==> config.mk <==
export PLATFORM = sky130hd
export DESIGN_NAME = sbbp_ctrl
export DESIGN_NICKNAME = d
export VERILOG_FILES = /design/src/sbbp_pkg.sv /design/src/sbbp_ctrl.sv
export SDC_FILE = /design/constraint.sdc
export NUM_CORES = 1
export LEC_CHECK = 0
export BUFFER_PORTS_ARGS = -buffer_cell sky130_fd_sc_hd__buf_4
export CAP_MARGIN = 20
export CORE_AREA = 2 2 39 41
export CTS_CLUSTER_DIAMETER = 30
export DETAILED_ROUTE_END_ITERATION = 10
export DIE_AREA = 0 0 41 43
export PLACE_DENSITY = 0.74
export SKIP_CTS_REPAIR_TIMING = 1
export SLEW_MARGIN = 25
export SYNTH_ARGS = -nofsm -noshare
export SYNTH_HDL_FRONTEND = slang
export SYNTH_SLANG_ARGS = --single-unit
export TNS_END_PERCENT = 5
==> constraint.sdc <==
create_clock -name clk -period 2 [get_ports clk]
set_clock_uncertainty 0.2 [all_clocks]
set_input_delay 0.3 -clock clk [delete_from_list [all_inputs] [get_ports clk]]
set_output_delay 0.3 -clock clk [all_outputs]
set_load 0.005 [all_outputs]
==> src/sbbp_pkg.sv <==
// ----------------------------------------------------------------------------
// sbbp_pkg: shared types and codes for the segment buffer bit packer
// Word formats, command codes, status codes and the control/status bundles
// that pass between the controller and the datapath.
// ----------------------------------------------------------------------------
package sbbp_pkg;

	// Command codes carried in the func field.
	localparam logic [1:0] FUNC_SET_OFFSET = 2'd0;
	localparam logic [1:0] FUNC_APPEND     = 2'd1;
	localparam logic [1:0] FUNC_PACK       = 2'd2;
	localparam logic [1:0] FUNC_READ       = 2'd3;

	// Status codes.
	localparam logic [2:0] ST_OK          = 3'd0;
	localparam logic [2:0] ST_BELOW_START = 3'd1;
	localparam logic [2:0] ST_OVER_MAX    = 3'd2;
	localparam logic [2:0] ST_PAST_DATA   = 3'd3;
	localparam logic [2:0] ST_STORE_FULL  = 3'd4;

	// Configuration register indexes.
	localparam logic CFG_SEG_START = 1'b0;
	localparam logic CFG_MAX_SIZE  = 1'b1;

	typedef struct packed {
		logic [1:0]  func;
		logic [31:0] address;
		logic [7:0]  datum;
		logic [31:0] value;
		logic [5:0]  width;
		logic [2:0]  bit_pos;
		logic        in_place;
		logic [11:0] byte_index;
	} in_item_t;

	typedef struct packed {
		logic [7:0] read_data;
		logic [2:0] bit_pos_out;
		logic [2:0] status;
	} out_item_t;

	// Commands from the controller to the datapath.
	typedef struct packed {
		logic clear;
		logic load;
		logic prep;
		logic exec;
		logic rdcap;
		logic rd;
		logic wr_rmw;
		logic put;
		logic out_load;
	} dp_cmd_t;

	// Status from the datapath to the controller.
	typedef struct packed {
		logic [1:0] func;
		logic       ok;
		logic       wzero;
		logic       in_place;
		logic       rmw;
		logic       last;
		logic       clr_last;
	} dp_sts_t;

endpackage

==> src/sbbp_ctrl.sv <==
// ----------------------------------------------------------------------------
// sbbp_ctrl: command sequencer for the segment buffer bit packer
// Runs the clearing pass after reset, steps each command through its
// checks and byte accesses, and owns the output word valid flag.
// ----------------------------------------------------------------------------
module sbbp_ctrl (
	input  logic             clk,
	input  logic             arst_n,
	input  logic             in_valid,
	output logic             in_stall,
	output logic             out_valid,
	input  logic             out_stall,
	input  sbbp_pkg::dp_sts_t sts,
	output sbbp_pkg::dp_cmd_t cmd
);
	import sbbp_pkg::*;

	localparam logic [3:0] S_CLEAR = 4'd0;
	localparam logic [3:0] S_IDLE  = 4'd1;
	localparam logic [3:0] S_PREP  = 4'd2;
	localparam logic [3:0] S_EXEC  = 4'd3;
	localparam logic [3:0] S_RDATA = 4'd4;
	localparam logic [3:0] S_PRD   = 4'd5;
	localparam logic [3:0] S_PWR   = 4'd6;
	localparam logic [3:0] S_PPUT  = 4'd7;
	localparam logic [3:0] S_DONE  = 4'd8;

	logic [3:0] state_q;
	logic [3:0] state_d;
	logic       out_valid_q;

	always_comb begin
		cmd      = '0;
		state_d  = state_q;
		in_stall = (state_q != S_IDLE);
		case (state_q)
			S_CLEAR: begin
				cmd.clear = 1'b1;
				if (sts.clr_last) begin
					state_d = S_IDLE;
				end
			end
			S_IDLE: begin
				if (in_valid) begin
					cmd.load = 1'b1;
					state_d  = S_PREP;
				end
			end
			S_PREP: begin
				cmd.prep = 1'b1;
				state_d  = S_EXEC;
			end
			S_EXEC: begin
				cmd.exec = 1'b1;
				case (sts.func)
					FUNC_READ: state_d = S_RDATA;
					FUNC_PACK: begin
						if (sts.ok && !sts.wzero) begin
							state_d = sts.rmw ? S_PRD : S_PPUT;
						end else begin
							state_d = S_DONE;
						end
					end
					default: state_d = S_DONE;
				endcase
			end
			S_RDATA: begin
				cmd.rdcap = 1'b1;
				state_d   = S_DONE;
			end
			S_PRD: begin
				cmd.rd  = 1'b1;
				state_d = S_PWR;
			end
			S_PWR: begin
				cmd.wr_rmw = 1'b1;
				if (sts.last) begin
					state_d = S_DONE;
				end else begin
					// Past the first byte only an in-place pack reads back.
					state_d = sts.in_place ? S_PRD : S_PPUT;
				end
			end
			S_PPUT: begin
				cmd.put = 1'b1;
				if (sts.last) begin
					state_d = S_DONE;
				end
			end
			S_DONE: begin
				if (!out_valid_q || !out_stall) begin
					cmd.out_load = 1'b1;
					state_d      = S_IDLE;
				end
			end
			default: state_d = S_IDLE;
		endcase
	end

	always_ff @(posedge clk or negedge arst_n) begin
		if (!arst_n) begin
			state_q     <= S_CLEAR;
			out_valid_q <= 1'b0;
		end else begin
			state_q <= state_d;
			if (cmd.out_load) begin
				out_valid_q <= 1'b1;
			end else if (!out_stall) begin
				out_valid_q <= 1'b0;
			end
		end
	end

	assign out_valid = out_valid_q;

	a_no_overwrite: assert property (@(posedge clk) disable iff (!arst_n)
		cmd.out_load |-> (!out_valid_q || !out_stall))
		else $error("output word overwritten while stalled");

	a_accept_starts: assert property (@(posedge clk) disable iff (!arst_n)
		(in_valid && !in_stall) |=> (state_q == S_PREP))
		else $error("accepted word did not start processing");

	a_rmw_order: assert property (@(posedge clk) disable iff (!arst_n)
		(state_q == S_PWR) |-> ($past(state_q) == S_PRD))
		else $error("read-modify-write without a preceding read");

endmodule

==> metrics.md, run 1 <==
| Metric | Value |
|---|---|
| FILL cells | `135` |
| Share of post-route cells with drive strength above 1 | `45.8%` |
| Clock Path Buffers | `2` |
| Synth Flop Type | `dfrtp_1` |
| DRT Pass-1 Iters | `4` |
| Fraction of registers with async set/reset | `100%` |
| Width of the die | `41 um` |
| Final Power | `0.000858 W` |
| Endpoints failing hold | `0` |
| Max-slew violations | `0` |
| Hold Path Cell Cnt | `3` |
| Largest net degree at the start of global routing | `14` |
| Htree depth | `1` |
| Hold Crit Class | `input pin to flop` |
| GRT Total Usage | `17.0%` |
| Leakage | `0.326 nW` |
| Final min period | `1920 ps` |
| Area grow syn2layout | `54.1%` |
| Max_slew headroom | `71.3%` |
| Critical R2R Launch | `state_q[1]$_DFFE_PN0P_` |
| Reg2reg setup slack | `260 ps` |
| Cell area after placement | `639 um2` |
| Final net count | `96` |
| Yosys cell types | `28` |
| Gpl congestion | `0.963` |
| Remaining antenna violation count | `0` |
| Vias in the first global route | `501` |
| Clock tree sinks | `5` |
| I/O Buffers | `22` |
| RSZ-0062 raised after global routing | `false` |
| Final worst-path setup slack | `81.1 ps` |
| Num CTS Buffers | `3` |
| CTS tree | `done` |
| Clk_lat worst skew | `240 ps` |
| Hold EP | `out_valid$_DFFE_PN0P_` |
| WL per Instance | `11.9 um` |
| Yosys warnings | `0` |
| Cell taking the most area after synthesis | `dfrtp_1` |
| Grt ovf | `0` |
| Final instance area | `688 um2` |
| Die area | `1760 um2` |
| Max Freq | `521 MHz` |
| Setup TNS | `0 ps` |
| Number of synthesized flops with an enable pin | `0` |
| CP Capture Type | `primary output` |
| Worst R2R End | `state_q[0]$_DFFE_PN0P_` |
| Worst Path Required | `1500 ps` |
| Worst path arrival time | `1420 ps` |
| Register area share after synthesis | `28.0%` |
| Post-DR vias/cell | `5.30` |
| Worst ir drop on vdd | `462 uV` |
| Vias | `525` |
| Post-route clock period utilization | `95.9%` |
| Top cells by area, synth | `dfrtp_1 28%, nor2b_1 7.0%, nor3_1 5.6%` |
| Core area | `1380 um2` |
| Critical path class | `flop to primary output` |
| # DRC | `0` |
| Pwr dens | `1250 nW/um2` |
| Synth top cells by count | `5 x dfrtp_1, 5 x nand2_1, 5 x nor2_1, 5 x nor2b_1, 5 x nor3_1` |
| Initial antenna violation count | `0` |
| Clk slew on worst S/H paths | `40 ps` |
| Seq cells post-synth | `5` |
| Post-synth top area share | `28.0%` |
| Die H | `43 um` |
| Syn Nets | `67` |
| Drt initial violations | `5` |
| Worst Max-Slew Pin Slew | `420 ps` |
| Row cnt | `14` |
| Pre-CTS setup slack | `248 ps` |
| Max-Cap Viols | `0` |
| Initial cell density of the core | `32.3%` |
| Hold Startpoint | `out_stall` |
| I/O pins | `23` |
| Final HPWL DP | `898 um` |
| Crit path launch type | `flop` |
| Root Driver | `clkbuf_4` |
| Avg Cell Area, Syn | `8.12 um2` |
| Setup Viol. Count Final | `0` |
| Outcome | `completed` |
| Syn Inst Count | `55` |
| First-pass GRT wire length | `1.97 mm` |
| WL final | `1.18 mm` |
| Number of diodes | `0` |
| FF-to-FF path depth | `4` |
| Post-Syn Area | `447 um2` |
| Crit path max fanout | `3` |
==> report_power, final <==
group          switching [W]  internal, W  total (W)
registers          0.0000268     0.000143   0.000170
logic               0.000267     0.000306   0.000573
clock network      0.0000403    0.0000754   0.000116
==> how the worst max path moves through the flow <==
stage                           start                      to  slack (ps)  cells after the start
6_report       state_q[1]$_DFFE_PN0P_                  cmd[0]          80                      3
5_1_grt        state_q[1]$_DFFE_PN0P_                  cmd[0]          10                      3
4_1_cts        state_q[2]$_DFFE_PN0P_                  cmd[0]          20                      3
3_5_place_dp   state_q[2]$_DFFE_PN0P_  state_q[0]$_DFFE_PN0P_         250                      4
3_3_place_gp   state_q[2]$_DFFE_PN0P_  state_q[0]$_DFFE_PN0P_         280                      4
2_1_floorplan  state_q[1]$_DFFE_PN0P_  state_q[0]$_DFFE_PN0P_         290                      4
==> cell families (layout without fill, tap and decap cells) <==
logic type	after synthesis	after routing	synth area share [%]
and+or+nand+nor	31	31	41.7
AOI/OAI and AO/OA	13	13	19.6
DFF	5	5	28.0
buffers and inverters	4	32	5.04
muxes	2	2	5.60
==> sequential cells by signal (all words and copies together), names as in the netlist <==
signal	count
state_q	4
out_valid	1
==> layout make-up <==
cell class	instances	area (um2)	area share [%]
multi-input cells	46	303	44.0
clock buffers	4	26.3	3.82
well taps	16	20.0	2.91
flip-flops and latches	5	126	18.4
repair buffers	28	213	30.9
==> through the flow <==
step	cells	utilization, %	hold slack, ps
final	99	49.7	164
after floorplan	55	-	-196
after detailed placement	93	46.2	-95.4
after global placement	93	46.2	-95.8
after CTS	97	48.1	-353
after global routing	99	49.7	153
==> metal layers <==
layer,vias to the layer above,track usage (%),wire [um]
li1,258,-,-
met4,0,12.0,0
met2,18,25.9,657
met1,249,17.8,468
met3,0,6.81,50
met5,-,0,0
==> cell usage in the layout (no fill, tap or decap) <==
master,count
and3_1,1
o21ai_1,1
a2111oi_0,1
nor2b_1,5
a211o_2,1
nand3_1,1
nor2_4,1
nand2_1,5
a31o_1,1
mux2_4,1
nand4b_1,1
a311oi_1,1
or2_1,1
o21ai_0,2
nor4_1,1
a21oi_2,2
buf_4,27
clkbuf_4,3
nand2b_1,2
a21o_1,1
a21oi_1,3
clkbuf_1,1
and4bb_1,1
nor2_1,5
dfrtp_1,4
nor3_1,5
dfrtp_2,1
mux2i_1,1
dlygate4sd3_1,1
and2b_4,1
or4b_4,1
==> critical path, cell delays in order (launching register included) <==
cell	delay [ps]
dfrtp_1	370
or4b_4	570
a21oi_2	120
buf_4	110
No activity file was read; power rests on OpenSTA's default activity.
==> run 2: changes to the inputs <==
ABC_AREA = 1   (was not set)
PLACE_DENSITY = 0.73   (was 0.74)
==> run 2 against run 1 <==
- cell area decreased by 4.4%
- power increased by 7.0%
- cell count increased by 20%
- flip-flop and latch count unchanged
- first-iteration DRC count unchanged
- sequential power increased by 21%
- combinational power increased by 4.5%
- largest cell class unchanged
==> metrics.md, run 2 <==
| Metric | Value |
|---|---|
| Outcome | `completed (unchanged)` |
| Combinational power share | `65.2% (was 66.7%)` |
| Worst R2R End | `state_q[0]$_DFFE_PN0P_ (unchanged)` |
| Worst Max-Slew Pin Slew | `291 ps (was 420 ps)` |
| Share of power burned in registers | `22.3% (was 19.8%)` |
| Compound-cell area share of the yosys netlist | `9.46% (was 19.6%)` |
| Seq cells post-synth | `5 (unchanged)` |
| Pwr dens | `1400 nW/um2 (was 1250 nW/um2)` |
| Hold Crit Class | `input pin to flop (unchanged)` |
| Crit path launch type | `flop (unchanged)` |
| Initial antenna violation count | `0 (unchanged)` |
| Syn Nets | `88 (was 67)` |
| Mux contribution to synthesized area | `0% (was 5.60%)` |
| Initial cell density of the core | `31.6% (was 32.3%)` |
| Most common cell after layout, fill and taps aside | `buf_4 (unchanged)` |
| Sw power | `0.000437 W (was 0.000334 W)` |
| Hold Path Cell Cnt | `3 (unchanged)` |
| Most frequent cells in the layout | `22 x buf_4, 21 x nand2_1, 16 x nor2_1 (was 27 x buf_4, 5 x nand2_1, 5 x nor2_1, 5 x nor3_1, 5 x nor2b_1)` |
| Area grow syn2layout | `50.7% (was 54.1%)` |
| Core area | `1380 um2 (unchanged)` |
| WL per Instance | `9.03 um (was 11.9 um)` |
| Leakage | `0.410 nW (was 0.326 nW)` |
| CP Capture Type | `primary output (unchanged)` |
| Cell taking the most area after synthesis | `dfrtp_1 (unchanged)` |
| Switching share of power | `47.6% (was 38.9%)` |
| Synth Flop Type | `dfrtp_1 (unchanged)` |
| Post-Synth XOR/XNOR Area | `0% (unchanged)` |
| Max Freq | `555 MHz (was 521 MHz)` |
| Min Hold Slack | `98.0 ps (was 164 ps)` |
| # DRC | `0 (unchanged)` |
| Worst path arrival time | `1300 ps (was 1420 ps)` |
| Clk slew on worst S/H paths | `40 ps (about the same)` |
| GRT Total Usage | `13.2% (was 17.0%)` |
| Top cells by area, synth | `dfrtp_1 29%, nand2_1 18%, nor2_1 14% (was dfrtp_1 28%, nor2b_1 7.0%, nor3_1 5.6%)` |
| Max-slew violations | `0 (unchanged)` |
| Hold EP | `out_valid$_DFFE_PN0P_ (unchanged)` |
| Reg2reg setup slack | `540 ps (was 260 ps)` |
| Max_slew headroom | `80.5% (was 71.3%)` |
| FILL cells | `143 (was 135)` |
| RSZ-0062 raised after global routing | `false (unchanged)` |
| I/O pins | `23 (unchanged)` |
| Critical R2R Launch | `state_q[0]$_DFFE_PN0P_ (was state_q[1]$_DFFE_PN0P_)` |
| Die H | `43 um (unchanged)` |
| Setup Viol. Count Final | `0 (unchanged)` |
| Htree depth | `1 (unchanged)` |
| Count leader, synth | `nand2_1` |
| Fraction of registers with async set/reset | `100% (unchanged)` |
| Clock Path Buffers | `2 (unchanged)` |
| Final Power | `0.000919 W (was 0.000858 W)` |
| Vias in the first global route | `425 (was 501)` |
| Post-synthesis adder-cell area fraction | `0% (unchanged)` |
| Setup TNS | `0 ps (unchanged)` |
| Num CTS Buffers | `3 (unchanged)` |
| Synth Area in Simple Gates | `49.0% (was 41.7%)` |
| I/O Buffers | `22 (unchanged)` |
| Largest net degree at the start of global routing | `6 (was 14)` |
| First-pass GRT wire length | `1.59 mm (was 1.97 mm)` |
| Synth top cells by count | `21 x nand2_1, 16 x nor2_1, 13 x inv_1, 5 x dfrtp_1, 5 x nand3_1 (was 5 x dfrtp_1, 5 x nand2_1, 5 x nor2_1, 5 x nor2b_1, 5 x nor3_1)` |
| CTS tree | `done (unchanged)` |
| Number of diodes | `0 (unchanged)` |
| Post-route clock period utilization | `90.1% (was 95.9%)` |
| Grt ovf | `0 (unchanged)` |
| Row cnt | `14 (unchanged)` |
| Final net count | `116 (was 96)` |
| Max reg flops | `4 (unchanged)` |
| Register area share after synthesis | `28.7% (was 28.0%)` |
| Number of synthesized flops with an enable pin | `0 (unchanged)` |
| Syn Inst Count | `76 (was 55)` |
| Int Power | `0.000482 W (was 0.000524 W)` |
| Root Driver | `clkbuf_4 (unchanged)` |
| Clk pwr share | `12.5% (was 13.5%)` |
| Yosys cell types | `17 (was 28)` |
| Share of post-route cells with drive strength above 1 | `31.1% (was 45.8%)` |
| Gpl congestion | `0.783 (was 0.963)` |
| Crit path max fanout | `5 (was 3)` |
| Endpoints failing hold | `0 (unchanged)` |
| Main combinational cell family by area after synthesis | `simple AND/OR/NAND/NOR gates (unchanged)` |
| Width of the die | `41 um (unchanged)` |
| Final HPWL DP | `924 um (was 898 um)` |
| FF-to-FF path depth | `7 (was 4)` |
| Remaining antenna violation count | `0 (unchanged)` |
| Drt initial violations | `5 (unchanged)` |
| Max-Cap Viols | `0 (unchanged)` |
| Clock tree sinks | `5 (unchanged)` |
| Worst ir drop on vdd | `510 uV (was 462 uV)` |
| Clk_lat worst skew | `240 ps (about the same)` |
| Die area | `1760 um2 (unchanged)` |
| Vias | `527 (was 525)` |
| DRT Pass-1 Iters | `3 (was 4)` |
| Worst Path Required | `1500 ps (about the same)` |
| Post-DR vias/cell | `4.43 (was 5.30)` |
| Reg with most FFs | `state_q (unchanged)` |
| Final min period | `1800 ps (was 1920 ps)` |
| Hold Startpoint | `out_stall (unchanged)` |
| Critical path class | `flop to primary output (unchanged)` |
| Avg Cell Area, Syn | `5.75 um2 (was 8.12 um2)` |
| WL final | `1.08 mm (was 1.18 mm)` |
| Post-synth top area share | `28.7% (was 28.0%)` |
| Post-Syn Area | `437 um2 (was 447 um2)` |
| Yosys warnings | `0 (unchanged)` |
run 2: cell types whose count changed after synthesis, moves of 2 or more:
cell | before | now
a21oi_1 | 4 | 2
nand2_1 | 5 | 21
buf_2 | 3 | 0
nand2b_1 | 2 | 0
nor2_1 | 5 | 16
nand3_1 | 1 | 5
nor2b_1 | 5 | 0
inv_1 | 0 | 13
nor3_1 | 5 | 0
inv_2 | 0 | 2
nand2_2 | 0 | 2
run 2: cells by family after synthesis:
kind of cell	count (synthesis)
AO/OA/AOI/OAI	7
flip-flops	5
buffers and inverters	15
AND/OR/NAND/NOR	49
run 2: how the worst max path moves through the flow:
stage,startpoint,to,slack [ps]
detailed placement,state_q[0]$_DFFE_PN0P_,cmd[7],460
global placement,state_q[0]$_DFFE_PN0P_,cmd[7],530
global route,state_q[0]$_DFFE_PN0P_,cmd[7],130
floorplan,state_q[0]$_DFFE_PN0P_,cmd[7],690
CTS,state_q[0]$_DFFE_PN0P_,cmd[7],210
finish,state_q[0]$_DFFE_PN0P_,cmd[7],200
run 2: power groups by stage:
stage	combinational (W)	sequential [W]	clock [W]
final	0.000599	0.000205	0.000115
after global routing	0.000685	0.000213	0.000123
after CTS	0.000605	0.000203	0.000117
after detailed placement	0.000603	0.000205	0
after global placement	0.000593	0.000202	0
after floorplan	0.000383	0.000196	0
run 2: cell type report:
type                    instances  area, um2  share of cell area, %
repair buffers                 23        175                   26.6
inverters                      15       56.3                   8.56
multi-input cells              56        255                   38.8
clock buffers                   4       26.3                   3.99
well taps                      16       20.0                   3.04
flip-flops and latches          5        125                   19.0
run 2: layer usage:
| metal | GRT usage, % | wire [um] | part of all wire, % |
|---|---|---|---|
| met1 | 16.4 | 491 | 46 |
| met2 | 20.6 | 530 | 49 |
| met3 | 3.14 | 53 | 4.9 |
| met4 | 6.00 | 0 | 0 |
| met5 | 0 | 0 | 0 |
run 2: worst max-delay path: stages, from the launching register on:
cell and delay, ps:
dfrtp_1 410, inv_1 80, nor2_1 240, nand2_1 120
nor2_1 100, buf_4 110
run 2: metrics by stage:
step	setup slack, ps	area (um2)	instances	utilization [%]
after floorplan	687	437	76	-
after detailed placement	460	622	114	44.9
final	198	658	119	47.6
after global routing	126	658	119	47.6
after CTS	205	648	118	46.8
after global placement	531	622	114	44.9
